File: config.mk
export PLATFORM = sky130hd
export DESIGN_NAME = touch_gesture_sleep_engine
export DESIGN_NICKNAME = d
export VERILOG_FILES = /design/src/rtl/tgs_pkg.sv /design/src/rtl/touch_gesture_sleep_engine.sv
export SDC_FILE = /design/constraint.sdc
export NUM_CORES = 1
export LEC_CHECK = 0
export ABC_AREA = 0
export BUFFER_PORTS_ARGS = -buffer_cell sky130_fd_sc_hd__buf_4
export CORE_UTILIZATION = 54
export DETAILED_ROUTE_END_ITERATION = 10
export GPL_TIMING_DRIVEN = 0
export PLACE_DENSITY_LB_ADDON = 0.25
export SLEW_MARGIN = 20
export SYNTH_ARGS = -nofsm -noshare
export SYNTH_HDL_FRONTEND = slang
export SYNTH_SLANG_ARGS = --single-unit
File: constraint.sdc
create_clock -name clk -period 6.9 [get_ports clk]
set_input_delay 1.035 -clock clk [delete_from_list [all_inputs] [get_ports clk]]
set_output_delay 1.035 -clock clk [all_outputs]
set_load 0.1 [all_outputs]
File: src/rtl/tgs_pkg.sv
// ----------------------------------------------------------------------------
// tgs_pkg - shared types and constants of the touch gesture sleep engine
// Register indexes, reset values, gesture phases and fixed thresholds.
// ----------------------------------------------------------------------------
package tgs_pkg;

  // Coordinate width default and fixed screen register width
  localparam int COORD_BITS_DEF = 12;
  localparam int SCREEN_BITS    = 12;
  localparam int TIME_BITS      = 32;
  localparam int DEB_BITS       = 16;
  localparam int ID_BITS        = 4;
  localparam int PRES_BITS      = 16;
  localparam int CFG_IDX_BITS   = 3;
  localparam int CFG_DATA_BITS  = 32;

  // Fixed gesture thresholds
  localparam int SWIPE_MIN_PX = 30;
  localparam logic [TIME_BITS-1:0] TAP_MAX_MS = 32'd400;

  // Register reset values
  localparam logic [TIME_BITS-1:0]   SLEEP_TIMEOUT_RST = 32'd30000;
  localparam logic [DEB_BITS-1:0]    DEBOUNCE_RST      = 16'd50;
  localparam logic [SCREEN_BITS-1:0] SCREEN_W_RST      = 12'd320;
  localparam logic [SCREEN_BITS-1:0] SCREEN_H_RST      = 12'd240;

  // Configuration register indexes
  typedef enum logic [CFG_IDX_BITS-1:0] {
    REG_SLEEP_TIMEOUT = 3'd0,
    REG_DEBOUNCE      = 3'd1,
    REG_SWAP_AXES     = 3'd2,
    REG_INVERT_X      = 3'd3,
    REG_INVERT_Y      = 3'd4,
    REG_SCREEN_WIDTH  = 3'd5,
    REG_SCREEN_HEIGHT = 3'd6,
    REG_SUPPRESS_WAKE = 3'd7
  } cfg_reg_t;

  // Gesture phase
  typedef enum logic [1:0] {
    PH_IDLE  = 2'd0,
    PH_START = 2'd1,
    PH_DRAG  = 2'd2
  } phase_t;

endpackage

File: src/rtl/touch_gesture_sleep_engine.sv
// ----------------------------------------------------------------------------
// touch_gesture_sleep_engine - per-frame touch calibration, gestures, sleep
// An accepted input item is held in the input register, then moves to the result register.
// Throughput: 1 item per cycle; input register, one pass of compare and
// subtract logic, result register, both advancing whenever the result is free.
// Reset (rst, synchronous, active high): registers return to their defaults,
// gesture phase to idle, sleep and wake trap cleared, both stages empty.
// ----------------------------------------------------------------------------
module touch_gesture_sleep_engine #(
  parameter int COORD_BITS = tgs_pkg::COORD_BITS_DEF
) (
  input  logic                               clk,
  input  logic                               rst,
  // configuration write port
  input  logic                               cfg_we,
  input  logic [tgs_pkg::CFG_IDX_BITS-1:0]   cfg_index,
  input  logic [tgs_pkg::CFG_DATA_BITS-1:0]  cfg_data,
  // input frame channel
  input  logic                               in_valid,
  output logic                               in_ready,
  input  logic                               touch_present,
  input  logic [COORD_BITS-1:0]              raw_x,
  input  logic [COORD_BITS-1:0]              raw_y,
  input  logic [tgs_pkg::ID_BITS-1:0]        touch_id,
  input  logic [tgs_pkg::PRES_BITS-1:0]      touch_pressure,
  input  logic [tgs_pkg::TIME_BITS-1:0]      now_ms,
  // result channel
  output logic                               out_valid,
  input  logic                               out_ready,
  output logic                               point_valid,
  output logic [COORD_BITS-1:0]              out_x,
  output logic [COORD_BITS-1:0]              out_y,
  output logic [tgs_pkg::ID_BITS-1:0]        out_id,
  output logic [tgs_pkg::PRES_BITS-1:0]      out_pressure,
  output logic                               clear_points,
  output logic                               sleep_event,
  output logic                               wake_event,
  output logic                               tap_event,
  output logic                               swipe_left_event,
  output logic                               swipe_right_event
);

  localparam int TB = tgs_pkg::TIME_BITS;
  // Mirror arithmetic width: wide enough for coordinate and screen size plus sign
  localparam int MB = ((COORD_BITS > tgs_pkg::SCREEN_BITS) ? COORD_BITS
                                                           : tgs_pkg::SCREEN_BITS) + 1;

  // --------------------------------------------------------------------------
  // Configuration registers
  // --------------------------------------------------------------------------
  logic [TB-1:0]                       sleep_timeout_ms;
  logic [tgs_pkg::DEB_BITS-1:0]        tap_min_ms;
  logic                                swap_axes;
  logic                                invert_x;
  logic                                invert_y;
  logic [tgs_pkg::SCREEN_BITS-1:0]     screen_width;
  logic [tgs_pkg::SCREEN_BITS-1:0]     screen_height;
  logic                                suppress_wake_touch;

  always_ff @(posedge clk) begin
    if (rst) begin
      sleep_timeout_ms    <= tgs_pkg::SLEEP_TIMEOUT_RST;
      tap_min_ms          <= tgs_pkg::DEBOUNCE_RST;
      swap_axes           <= 1'b0;
      invert_x            <= 1'b0;
      invert_y            <= 1'b0;
      screen_width        <= tgs_pkg::SCREEN_W_RST;
      screen_height       <= tgs_pkg::SCREEN_H_RST;
      suppress_wake_touch <= 1'b0;
    end else if (cfg_we) begin
      // Every index of the port names a register; each takes its low bits
      case (tgs_pkg::cfg_reg_t'(cfg_index))
        tgs_pkg::REG_SLEEP_TIMEOUT: sleep_timeout_ms    <= cfg_data[TB-1:0];
        tgs_pkg::REG_DEBOUNCE:      tap_min_ms          <= cfg_data[tgs_pkg::DEB_BITS-1:0];
        tgs_pkg::REG_SWAP_AXES:     swap_axes           <= cfg_data[0];
        tgs_pkg::REG_INVERT_X:      invert_x            <= cfg_data[0];
        tgs_pkg::REG_INVERT_Y:      invert_y            <= cfg_data[0];
        tgs_pkg::REG_SCREEN_WIDTH:  screen_width  <= cfg_data[tgs_pkg::SCREEN_BITS-1:0];
        tgs_pkg::REG_SCREEN_HEIGHT: screen_height <= cfg_data[tgs_pkg::SCREEN_BITS-1:0];
        tgs_pkg::REG_SUPPRESS_WAKE: suppress_wake_touch <= cfg_data[0];
        default: ;
      endcase
    end
  end

  // --------------------------------------------------------------------------
  // Stage handshake: the input register moves into the result register
  // whenever the result register is empty or being drained this cycle.
  // --------------------------------------------------------------------------
  logic ir_valid;
  logic advance;

  assign advance  = !out_valid || out_ready;
  assign in_ready = !ir_valid || advance;

  // Input register (payload needs no reset)
  logic                           ir_present;
  logic [COORD_BITS-1:0]          ir_x;
  logic [COORD_BITS-1:0]          ir_y;
  logic [tgs_pkg::ID_BITS-1:0]    ir_id;
  logic [tgs_pkg::PRES_BITS-1:0]  ir_pres;
  logic [TB-1:0]                  ir_now;

  always_ff @(posedge clk) begin
    if (rst) begin
      ir_valid <= 1'b0;
    end else if (in_ready) begin
      ir_valid <= in_valid;
    end
  end

  always_ff @(posedge clk) begin
    if (in_valid && in_ready) begin
      ir_present <= touch_present;
      ir_x       <= raw_x;
      ir_y       <= raw_y;
      ir_id      <= touch_id;
      ir_pres    <= touch_pressure;
      ir_now     <= now_ms;
    end
  end

  // Process the held frame exactly once, as it leaves the input register
  logic fire;
  assign fire = ir_valid && advance;

  // --------------------------------------------------------------------------
  // Engine state
  // --------------------------------------------------------------------------
  tgs_pkg::phase_t        phase, phase_next;
  logic [COORD_BITS-1:0]  start_x, start_x_next;
  logic [TB-1:0]          press_start_ms, press_start_ms_next;
  logic [TB-1:0]          last_activity_ms, last_activity_ms_next;
  logic                   asleep, asleep_next;
  logic                   wake_trap, wake_trap_next;

  // --------------------------------------------------------------------------
  // Shared datapath: sleep timer, calibration, tap timing and swipe distance
  // --------------------------------------------------------------------------
  logic [TB-1:0]          idle_ms;
  logic                   go_sleep;
  logic                   asleep_mid;
  logic                   wake;
  logic                   trap_set;
  logic                   deliver;
  logic [TB-1:0]          press_ms;
  logic                   tap_ok;
  logic [COORD_BITS-1:0]  sw_x, sw_y;
  logic [tgs_pkg::SCREEN_BITS-1:0] size_x, size_y;
  logic [MB-1:0]          mir_x, mir_y;
  logic [COORD_BITS-1:0]  cal_x, cal_y;
  logic [COORD_BITS:0]    dx;
  logic [COORD_BITS:0]    adx;
  logic                   swipe;

  // Inactivity is measured modulo 2^32
  assign idle_ms    = ir_now - last_activity_ms;
  assign go_sleep   = (idle_ms > sleep_timeout_ms) && !asleep;
  assign asleep_mid = asleep || go_sleep;

  // A touch while asleep wakes; the waking touch may be trapped until release
  assign wake     = ir_present && asleep_mid;
  assign trap_set = wake && suppress_wake_touch;
  assign deliver  = ir_present && !trap_set && !wake_trap;

  // Tap window: minimum press time <= press time < fixed maximum
  assign press_ms = ir_now - press_start_ms;
  assign tap_ok   = (press_ms >= TB'(tap_min_ms)) && (press_ms < tgs_pkg::TAP_MAX_MS);

  // Swap first; with swapped axes x mirrors against the height
  assign sw_x   = swap_axes ? ir_y : ir_x;
  assign sw_y   = swap_axes ? ir_x : ir_y;
  assign size_x = swap_axes ? screen_height : screen_width;
  assign size_y = swap_axes ? screen_width  : screen_height;

  // Mirror, then clamp negative results at zero
  assign mir_x = MB'(size_x) - MB'(sw_x);
  assign mir_y = MB'(size_y) - MB'(sw_y);

  always_comb begin
    cal_x = sw_x;
    cal_y = sw_y;
    if (invert_x) begin
      cal_x = mir_x[MB-1] ? '0 : mir_x[COORD_BITS-1:0];
    end
    if (invert_y) begin
      cal_y = mir_y[MB-1] ? '0 : mir_y[COORD_BITS-1:0];
    end
  end

  // Horizontal travel since press, as a signed value one bit wider
  assign dx    = {1'b0, cal_x} - {1'b0, start_x};
  assign adx   = dx[COORD_BITS] ? (~dx + 1'b1) : dx;
  assign swipe = adx > (COORD_BITS + 1)'(tgs_pkg::SWIPE_MIN_PX);

  // --------------------------------------------------------------------------
  // Next state
  // --------------------------------------------------------------------------
  always_comb begin
    phase_next            = phase;
    start_x_next          = start_x;
    press_start_ms_next   = press_start_ms;
    last_activity_ms_next = last_activity_ms;
    asleep_next           = asleep_mid;
    wake_trap_next        = wake_trap;
    if (!ir_present) begin
      // Release: drop any gesture and free the wake trap
      phase_next     = tgs_pkg::PH_IDLE;
      wake_trap_next = 1'b0;
    end else begin
      asleep_next           = 1'b0;
      last_activity_ms_next = ir_now;
      if (trap_set) begin
        wake_trap_next = 1'b1;
      end
      if (deliver) begin
        case (phase)
          tgs_pkg::PH_IDLE: begin
            phase_next          = tgs_pkg::PH_START;
            start_x_next        = cal_x;
            press_start_ms_next = ir_now;
          end
          tgs_pkg::PH_START: begin
            if (swipe) begin
              phase_next = tgs_pkg::PH_DRAG;
            end
          end
          default: ;  // dragging holds until release
        endcase
      end
    end
  end

  // --------------------------------------------------------------------------
  // Result item
  // --------------------------------------------------------------------------
  logic                           r_point_valid;
  logic [COORD_BITS-1:0]          r_x, r_y;
  logic [tgs_pkg::ID_BITS-1:0]    r_id;
  logic [tgs_pkg::PRES_BITS-1:0]  r_pres;
  logic                           r_clear, r_sleep, r_wake, r_tap, r_left, r_right;

  always_comb begin
    r_point_valid = deliver;
    r_x           = deliver ? cal_x   : '0;
    r_y           = deliver ? cal_y   : '0;
    r_id          = deliver ? ir_id   : '0;
    r_pres        = deliver ? ir_pres : '0;
    r_sleep       = go_sleep;
    r_wake        = wake;
    r_clear       = 1'b0;
    r_tap         = 1'b0;
    r_left        = 1'b0;
    r_right       = 1'b0;
    if (!ir_present) begin
      r_clear = (phase != tgs_pkg::PH_IDLE);
      r_tap   = (phase == tgs_pkg::PH_START) && tap_ok;
    end else if (deliver && (phase == tgs_pkg::PH_START) && swipe) begin
      r_right = !dx[COORD_BITS] && (dx != '0);
      r_left  = !r_right;
    end
  end

  // State and control registers
  always_ff @(posedge clk) begin
    if (rst) begin
      phase            <= tgs_pkg::PH_IDLE;
      start_x          <= '0;
      press_start_ms   <= '0;
      last_activity_ms <= '0;
      asleep           <= 1'b0;
      wake_trap        <= 1'b0;
      out_valid        <= 1'b0;
    end else begin
      if (fire) begin
        phase            <= phase_next;
        start_x          <= start_x_next;
        press_start_ms   <= press_start_ms_next;
        last_activity_ms <= last_activity_ms_next;
        asleep           <= asleep_next;
        wake_trap        <= wake_trap_next;
      end
      if (advance) begin
        out_valid <= ir_valid;
      end
    end
  end

  // Result register payload
  always_ff @(posedge clk) begin
    if (fire) begin
      point_valid       <= r_point_valid;
      out_x             <= r_x;
      out_y             <= r_y;
      out_id            <= r_id;
      out_pressure      <= r_pres;
      clear_points      <= r_clear;
      sleep_event       <= r_sleep;
      wake_event        <= r_wake;
      tap_event         <= r_tap;
      swipe_left_event  <= r_left;
      swipe_right_event <= r_right;
    end
  end

  // --------------------------------------------------------------------------
  // Assertions
  // --------------------------------------------------------------------------
  // A tap is only reported on a release that ends a gesture
  a_tap_clears: assert property (@(posedge clk) disable iff (rst)
    (out_valid && tap_event) |-> (clear_points && !point_valid))
    else $error("tap without clear on release");

  // A swipe comes with a delivered point and only one direction
  a_swipe_point: assert property (@(posedge clk) disable iff (rst)
    (out_valid && (swipe_left_event || swipe_right_event)) |->
      (point_valid && !(swipe_left_event && swipe_right_event)))
    else $error("swipe without point or with both directions");

  // The wake trap only exists on an awake block
  a_trap_awake: assert property (@(posedge clk) disable iff (rst)
    wake_trap |-> !asleep)
    else $error("wake trap set while asleep");

  // A processed touch frame always leaves the block awake
  a_touch_wakes: assert property (@(posedge clk) disable iff (rst)
    (fire && ir_present) |=> !asleep)
    else $error("asleep after a touch frame");

endmodule
==> results of run 1 <==
==> layout make-up <==
class                      instances  area (um^2)
clock buffer                      45          890
timing repair buffer             178         1360
buffer                            71          300
sequential                       286         7010
clock inverter                    13          151
fill                            2525        10700
tap                              396          495
multi-input combinational       1399         9360
inverter                         161          606
==> repair_timing <==
action                                  4_1_cts  5_1_grt
pin swaps                                     2        6
endpoints found under the hold margin         0        0
setup buffers                                 4        4
endpoints found under the setup margin       67       67
resized for setup                            26       21
==> through the flow <==
step           TNS (ns)  setup slack, ns  total power [mW]
2_1_floorplan         0            0.319              2.67
3_3_place_gp      -8.70            -1.12              2.93
3_5_place_dp     -16.56            -1.30              2.96
4_1_cts               0           0.0230              4.67
5_1_grt         -0.0568          -0.0139              4.87
6_report              0            0.320              4.67
==> routing by layer <==
| layer | GRT usage | vias up | share of wire |
|---|---|---|---|
| met5 | 0 | - | 0 |
| met4 | 0.0821 | 0 | 0.027 |
| met3 | 0.0348 | 86 | 0.058 |
| met2 | 0.458 | 449 | 0.46 |
| met1 | 0.386 | 6956 | 0.45 |
| li1 | - | 7170 | - |
==> registers in the layout, summed over array words and instances, names as in the netlist, 2 cells and up <==
register / cells
ir_id: 4
ir_now: 32
ir_pres: 16
ir_x: 12
ir_y: 12
last_activity_ms: 32
out_id: 4
out_pressure: 16
out_x: 12
out_y: 12
phase: 2
press_start_ms: 32
screen_height: 12
screen_width: 12
sleep_timeout_ms: 32
start_x: 12
tap_min_ms: 16
==> logic make-up (layout without fill, tap and decap cells) <==
logic type	Yosys count	after routing
AO/OA/AOI/OAI	473	473
XOR/XNOR	69	69
adder cells (fa/ha/maj)	152	152
buffers and inverters	235	468
flip-flops	286	286
multiplexers	57	57
AND/OR/NAND/NOR	648	648
==> critical path: cells and delay by family (launching register included) <==
family	cells	cell delay (ns)
AOI/OAI and AO/OA	11	2.57
xor gates and xnor gates	1	0.17
adders and majority gates	3	0.88
buffers and inverters	5	0.90
DFF	1	0.42
and+or+nand+nor	8	1.55
==> worst paths after layout <==
| path | from | cells after the start | endpoint | slack, ns |
|---|---|---|---|---|
| setup reg to reg | ir_now[0] | 28 | press_start_ms[15] | 0.32 |
| setup / recovery | ir_now[0] | 28 | press_start_ms[15] | 0.32 |
| hold / removal | last_activity_ms[6] | 2 | last_activity_ms[6] | 0.45 |
| hold reg to reg | last_activity_ms[6] | 2 | last_activity_ms[6] | 0.45 |
==> cells in the final DEF, fill, tap and decap left out, types with 32 or more instances in the layout <==
cell type / count
clkbuf_16: 32
ha_1: 146
nand2_1: 305
dfxtp_1: 158
inv_1: 160
o21ai_0: 40
clkbuf_1: 67
a21o_1: 45
a21oi_1: 212
nor2_1: 132
xnor2_1: 48
buf_4: 176
edfxtp_1: 128
==> power by group <==
group | internal, mW | switching (mW)
clock network | 1.01 | 0.688
registers | 1.85 | 0.0406
logic | 0.405 | 0.680
==> flow_summary.json, run 1 <==
{
  "status": "finished with violations",
  "violations": "design-rule violations",
  "fp.dieW_um": 180,
  "hpwl_um": 35100,
  "instances_no_fill": 2549,
  "utilization": 0.654,
  "syn_to_final_growth_pct": 18.4,
  "worstSkewPairLatency_ns": 0.58,
  "grt_pass1_wl_um": 72700,
  "vias_per_cell": 5.75,
  "cts.path.max_buffers": 3,
  "ys_ff_latch": 286,
  "power_density_nw_per_um2": 232,
  "required_ns": 7.40,
  "track_usage": 0.279,
  "yosysTopAreaCell": "edfxtp_1",
  "synth_cells": 1920,
  "gp_congestion": 0.924,
  "synth-xor-area-share": 0.0355,
  "ctsRootBufferMaster": "clkbuf_16",
  "drtPass1Iterations": 10,
  "place_inst": 2486,
  "grt_max_degree": 45,
  "avgSynthCellArea_um2": 8.88,
  "ys.flop_type": "dfxtp_1",
  "synth_top_family_by_area": "compound AO/OA/AOI/OAI gates",
  "drv_cap": 0,
  "worstSetupPathType": "flip-flop to flip-flop",
  "synth_top_area_frac": 0.226,
  "port_buffers": 168,
  "ys_top_cells_by_count": "nand2_1, a21oi_1, inv_1",
  "slowest_stage": "edfxtp_1",
  "wire_per_inst_um": 17.9,
  "synth_edf_count": 128,
  "io_pins": 170,
  "worst_pin_slew_ns": 0.813,
  "cp.arrival_ns": 7.08,
  "layout-drive-gt1-share": 0.145,
  "core_area_um2": 30800,
  "start_util": 0.553,
  "antenna_cells": 0,
  "fin_crit_sh": 0.954,
  "htree_levels": 1,
  "irDropWorstVdd_v": 0.000209,
  "vias": 14661,
  "placed_area_um2": 18800,
  "nNetsFinal": 2397,
  "postCtsHoldBufs": 0,
  "period_needed_ns": 6.58,
  "synthAdderAreaFrac": 0.114,
  "grt_pass1_vias": 14019,
  "cts_buffers": 31,
  "yosysUniqueCellTypes": 80,
  "end_kind": "flip-flop",
  "p_leak_nw": 7.77,
  "yosys.area_share.simple": 0.173,
  "hold_path_class": "flip-flop to flip-flop",
  "finalSetupViolations": 0,
  "drt_wl_total_um": 45600,
  "seq_area_frac_synth": 0.411,
  "clkSinkCount": 286,
  "ys_warn_count": 0,
  "overflow": 0,
  "die_y_um": 180,
  "drc": 17,
  "drt_iter0_drc": 1132,
  "cpPeakStageDelay_ns": 0.42,
  "fin_worst_skew_ns": 0.0157,
  "synth_compound_gate_area_share": 0.178,
  "hold_viol": 0,
  "critPathLaunchType": "flip-flop",
  "synthArstFlopShare": 0,
  "synthTopCellsByArea": "edfxtp_1, dfxtp_1, ha_1",
  "path_max_fanout": 10,
  "antenna_found_initial": 0,
  "die-area_um2": 32300,
  "netlist_area_um2": 17000,
  "rows": 64,
  "cts_tree": "built",
  "synth_mux_area_frac": 0.0356,
  "relSlewSlack": 0.450,
  "hold_slack_ns": 0.453,
  "final-max-slew-violation-count": 0,
  "fmax_mhz": 152,
  "synth.most_common_cell": "nand2_1",
  "path_clk_slew_ns": 0.06,
  "ant_nets": 0,
  "mappedNetlistNets": 2189,
  "finalInstanceArea_um2": 20200
}
Note: power is estimated with default switching activity, not from simulation.
==> inputs of run 2 (changes only) <==
CORE_UTILIZATION = 40   (was 54)
==> flow_summary.json, run 2 (same netlist as run 1, synthesis figures left out) <==
{
  "finalInstanceArea_um2": 20400,
  "status": "finished clean",
  "instances_no_fill": 2696,
  "combPwrFrac": 0.227,
  "drc": 0,
  "die-area_um2": 43400,
  "r2r_setup_slack_ns": 0.41,
  "ant_nets": 0,
  "cp.arrival_ns": 6.96,
  "slowest_stage": "edfxtp_1",
  "track_usage": 0.217,
  "io_pins": 170,
  "fmax_mhz": 154,
  "hold_viol": 0,
  "wire_per_inst_um": 17.8,
  "power_density_nw_per_um2": 235,
  "port_buffers": 168,
  "worstSkewPairLatency_ns": 0.55,
  "final-max-slew-violation-count": 0,
  "hpwl_um": 36900,
  "overflow": 0,
  "grt_pass1_vias": 13526,
  "period_needed_ns": 6.49,
  "final.fill_count": 4011,
  "place_inst": 2629,
  "cpPeakStageDelay_ns": 0.44,
  "end_kind": "flip-flop",
  "power.share.clock": 0.378,
  "nNetsFinal": 2398,
  "drt_iter0_drc": 819,
  "clkSinkCount": 286,
  "gp_congestion": 0.954,
  "finalSetupViolations": 0,
  "drt_wl_total_um": 47900,
  "drv_cap": 0,
  "required_ns": 7.37,
  "endpoint": "press_start_ms[17]",
  "core_area_um2": 41900,
  "htree_levels": 2,
  "p_leak_nw": 7.80,
  "power.internal_mw": 3.32,
  "switchingPower_mw": 1.48,
  "vias": 14272,
  "layout-drive-gt1-share": 0.148,
  "r2r_cells": 29,
  "vias_per_cell": 5.29,
  "critPathLaunchType": "flip-flop",
  "drtPass1Iterations": 5,
  "seqPwrFrac": 0.396,
  "grt_pass1_wl_um": 74100,
  "fin_worst_skew_ns": 0.00980,
  "hold_path_class": "flip-flop to flip-flop",
  "cts_buffers": 35,
  "path_clk_slew_ns": 0.06,
  "ctsRootBufferMaster": "clkbuf_16",
  "relSlewSlack": 0.348,
  "final_common_cell": "nand2_1",
  "path_max_fanout": 10,
  "postCtsHoldBufs": 0,
  "irDropWorstVdd_v": 0.000125,
  "cts_tree": "built",
  "worst_pin_slew_ns": 0.975,
  "fp.dieW_um": 208,
  "placed_area_um2": 19000,
  "grt_max_degree": 40,
  "cts.path.max_buffers": 3,
  "worstSetupStartpoint": "ir_now[0]",
  "fin_crit_sh": 0.941,
  "p_sw_frac": 0.308,
  "antenna_found_initial": 1,
  "die_y_um": 208,
  "r2r-start": "ir_now[0]",
  "crit-reg2reg-capture": "press_start_ms[17]",
  "rows": 75,
  "worstSetupPathType": "flip-flop to flip-flop",
  "syn_to_final_growth_pct": 19.8,
  "start_util": 0.406,
  "layout_common_cells": "nand2_1, a21oi_1, buf_4, inv_1, dfxtp_1"
}
[run 2: stage by stage]
step                      total power, mW  utilization  worst slack (ns)  setup TNS, ns  hold slack (ns)
after detailed placement             2.97        0.453             -1.20         -30.96            0.447
after global placement               2.95        0.452             -1.18         -33.02            0.443
after floorplan                      2.67            -             0.319              0            0.428
after global routing                 5.02        0.487           -0.0257        -0.0388            0.474
final                                4.80        0.487             0.408              0            0.453
after CTS                            4.82        0.483            0.0232              0            0.455
[run 2: cell type report]
type	instances	area (um^2)	share of cell area
flip-flops and latches	286	7010	0.343
plain buffers	72	297	0.0145
repair buffers	174	1330	0.0652
clock inverters	17	153	0.00748
inverters	161	606	0.0297
multi-input cells	1399	9380	0.459
clock buffers	47	961	0.0471
diodes	1	2.50	0.000123
well taps	539	674	0.0330
[run 2: timing repair]
item                                    in CTS  in global routing
buffers inserted                             3                  1
gates cloned                                 0                  0
endpoints found under the setup margin      91                 48
resized for setup                           27                 25
pin swaps                                    2                  5
[run 2: worst min-delay path by stage]
| stage | from | slack, ns | endpoint | cells after the start |
|---|---|---|---|---|
| after floorplan | wake_trap | 0.43 | wake_trap | 2 |
| after global placement | press_start_ms[29] | 0.44 | press_start_ms[29] | 2 |
| after detailed placement | last_activity_ms[17] | 0.45 | last_activity_ms[17] | 2 |
| after CTS | last_activity_ms[17] | 0.46 | last_activity_ms[17] | 2 |
| after global routing | sleep_timeout_ms[31] | 0.47 | sleep_timeout_ms[31] | 2 |
| final | last_activity_ms[21] | 0.45 | last_activity_ms[21] | 2 |
[run 2: worst max-delay path: cells and delay by family (launching register included)]
| family | cells | cell delay [ns] |
|---|---|---|
| buf+inv | 6 | 1.14 |
| fa+ha+maj | 3 | 0.89 |
| compound gates | 11 | 2.29 |
| flops | 1 | 0.44 |
| xor+xnor | 1 | 0.15 |
| simple gates | 8 | 1.52 |
[run 2: power by group through the flow]
stage / registers, mW / logic, mW / clock network (mW)
floorplan: 2.05 / 0.622 / 0
global placement: 1.94 / 1.02 / 0
detailed placement: 1.93 / 1.04 / 0
CTS: 1.90 / 1.06 / 1.86
global route: 1.91 / 1.19 / 1.92
finish: 1.90 / 1.09 / 1.81
[run 2: layer usage]
metal / wire length, um / global-route usage / part of all wire
met5: 0 / 0 / 0
met3: 2290 / 0.0343 / 0.048
met1: 22300 / 0.295 / 0.47
met4: 887 / 0.0526 / 0.019
met2: 22400 / 0.360 / 0.47
==> inputs of run 3 (changes only) <==
ABC_AREA = 1   (was 0)
==> flow_summary.json, run 3 <==
{
  "status": "finished clean",
  "cts_tree": "built",
  "syn_to_final_growth_pct": 18.4,
  "clkSinkCount": 286,
  "relSlewSlack": 0.452,
  "antenna_found_initial": 1,
  "instances_no_fill": 3014,
  "fp.dieW_um": 211,
  "setup_tns_ns": 0,
  "hold_viol": 0,
  "seq_area_frac_synth": 0.402,
  "synthTopCellsByArea": "edfxtp_1, dfxtp_1, ha_1",
  "cp.arrival_ns": 5.93,
  "grt_pass1_wl_um": 76400,
  "irDropWorstVdd_v": 0.000185,
  "avgSynthCellArea_um2": 7.94,
  "cts.path.max_buffers": 3,
  "ys.flop_type": "dfxtp_1",
  "drt_iter0_drc": 790,
  "yosysUniqueCellTypes": 59,
  "layout_common_cells": "nand2_1, inv_1, a21oi_1, o21ai_0, nor2_1",
  "placed_area_um2": 19400,
  "period_needed_ns": 5.62,
  "mappedNetlistNets": 2463,
  "htree_levels": 2,
  "fin_ws_ns": 1.28,
  "grt_pass1_vias": 14901,
  "netlist_area_um2": 17400,
  "grt_setup_unrepaired": "no",
  "p_leak_nw": 8.96,
  "fin_worst_skew_ns": 0.0325,
  "layout-drive-gt1-share": 0.127,
  "drtPass1Iterations": 5,
  "fin_crit_sh": 0.814,
  "fmax_mhz": 178,
  "pre_cts_slack_ns": 1.44,
  "cpPeakStageDelay_ns": 0.40,
  "start_util": 0.405,
  "final_common_cell": "nand2_1",
  "hold_path_class": "flip-flop to flip-flop",
  "ys_ff_latch": 286,
  "postCtsHoldBufs": 0,
  "hpwl_um": 38900,
  "drv_cap": 0,
  "die_y_um": 211,
  "synth_top_area_frac": 0.221,
  "synth.most_common_cell": "nand2_1",
  "path_clk_slew_ns": 0.06,
  "final-max-slew-violation-count": 0,
  "worst_pin_slew_ns": 0.823,
  "track_usage": 0.220,
  "cts_resized": 0,
  "slowest_stage": "dfxtp_1",
  "worstSetupPathType": "flip-flop to flip-flop",
  "crit_family": "simple AND/OR/NAND/NOR gates",
  "ant_nets": 0,
  "finalInstanceArea_um2": 20600,
  "final.fill_count": 4257,
  "power_density_nw_per_um2": 239,
  "synth_edf_count": 128,
  "antenna_cells": 0,
  "io_pins": 170,
  "vias_per_cell": 5.04,
  "critPathLaunchType": "flip-flop",
  "postCtsSetupBuffers": 0,
  "die-area_um2": 44400,
  "grt_max_degree": 43,
  "path_max_fanout": 10,
  "core_area_um2": 43000,
  "rows": 76,
  "port_buffers": 167,
  "required_ns": 7.21,
  "vias": 15186,
  "drc": 0,
  "overflow": 0,
  "finalSetupViolations": 0,
  "nNetsFinal": 2670,
  "gp_congestion": 0.923,
  "ctsRootBufferMaster": "clkbuf_16",
  "ys_warn_count": 0,
  "path_buf_inv": 6,
  "end_kind": "flip-flop",
  "place_inst": 2948,
  "cts_buffers": 36,
  "worstSkewPairLatency_ns": 0.56,
  "wire_per_inst_um": 16.1,
  "drt_wl_total_um": 48600,
  "ys_top_cells_by_count": "nand2_1, inv_1, a21oi_1",
  "synthArstFlopShare": 0,
  "yosysTopAreaCell": "edfxtp_1",
  "synth_cells": 2194,
  "crit_top_cell": "nand2_1"
}
==> run 3: layer usage <==
layer / vias to the layer above / GRT usage / part of all wire
met3: 88 / 0.0280 / 0.040
met2: 308 / 0.390 / 0.49
met4: 0 / 0.0892 / 0.035
li1: 7770 / - / -
met5: - / 0 / 0
met1: 7020 / 0.268 / 0.44
==> run 3: cell families after synthesis <==
group | Yosys count | synth area share
adder cells (fa/ha/maj) | 152 | 0.111
AO/OA/AOI/OAI | 609 | 0.192
AND/OR/NAND/NOR | 684 | 0.170
flip-flops | 286 | 0.402
XOR/XNOR | 64 | 0.0322
buffers and inverters | 399 | 0.0915
==> run 3: worst min-delay path: cells and delay by family (launching register included) <==
family	cells	cell delay, ns
buf+inv	1	0.06
compound gates	1	0.06
flops	1	0.29
==> run 3: worst paths after layout <==
| kind | endpoint | from | slack [ns] | depth (start not counted) |
|---|---|---|---|---|
| worst min-delay path | last_activity_ms[21] | last_activity_ms[21] | 0.45 | 2 |
| worst max register to register | swipe_left_event | swap_axes | 1.28 | 36 |
| worst min register to register | last_activity_ms[21] | last_activity_ms[21] | 0.45 | 2 |
| worst max-delay path | swipe_left_event | swap_axes | 1.28 | 36 |
==> run 3: layout make-up <==
cell class	count	area, um^2	share of cell area
clock inverters	13	138	0.00667
well taps	585	732	0.0355
inverters	335	1260	0.0613
clock buffers	53	1040	0.0504
plain buffers	64	334	0.0162
repair buffers	169	1290	0.0627
multi-input cells	1509	8810	0.427
flip-flops and latches	286	7010	0.340
==> run 3: power by group <==
group	switching (mW)	internal (mW)
Sequential	0.0406	1.86
Combinational	0.762	0.405
Clock	0.740	1.13
==> run 3: per-stage QoR <==
step	total power, mW	hold WS (ns)	util
after floorplan	2.78	0.433	-
after global placement	3.07	0.442	0.451
after detailed placement	3.10	0.451	0.452
after CTS	4.99	0.457	0.480
after global routing	5.19	0.471	0.480
final	4.93	0.454	0.480
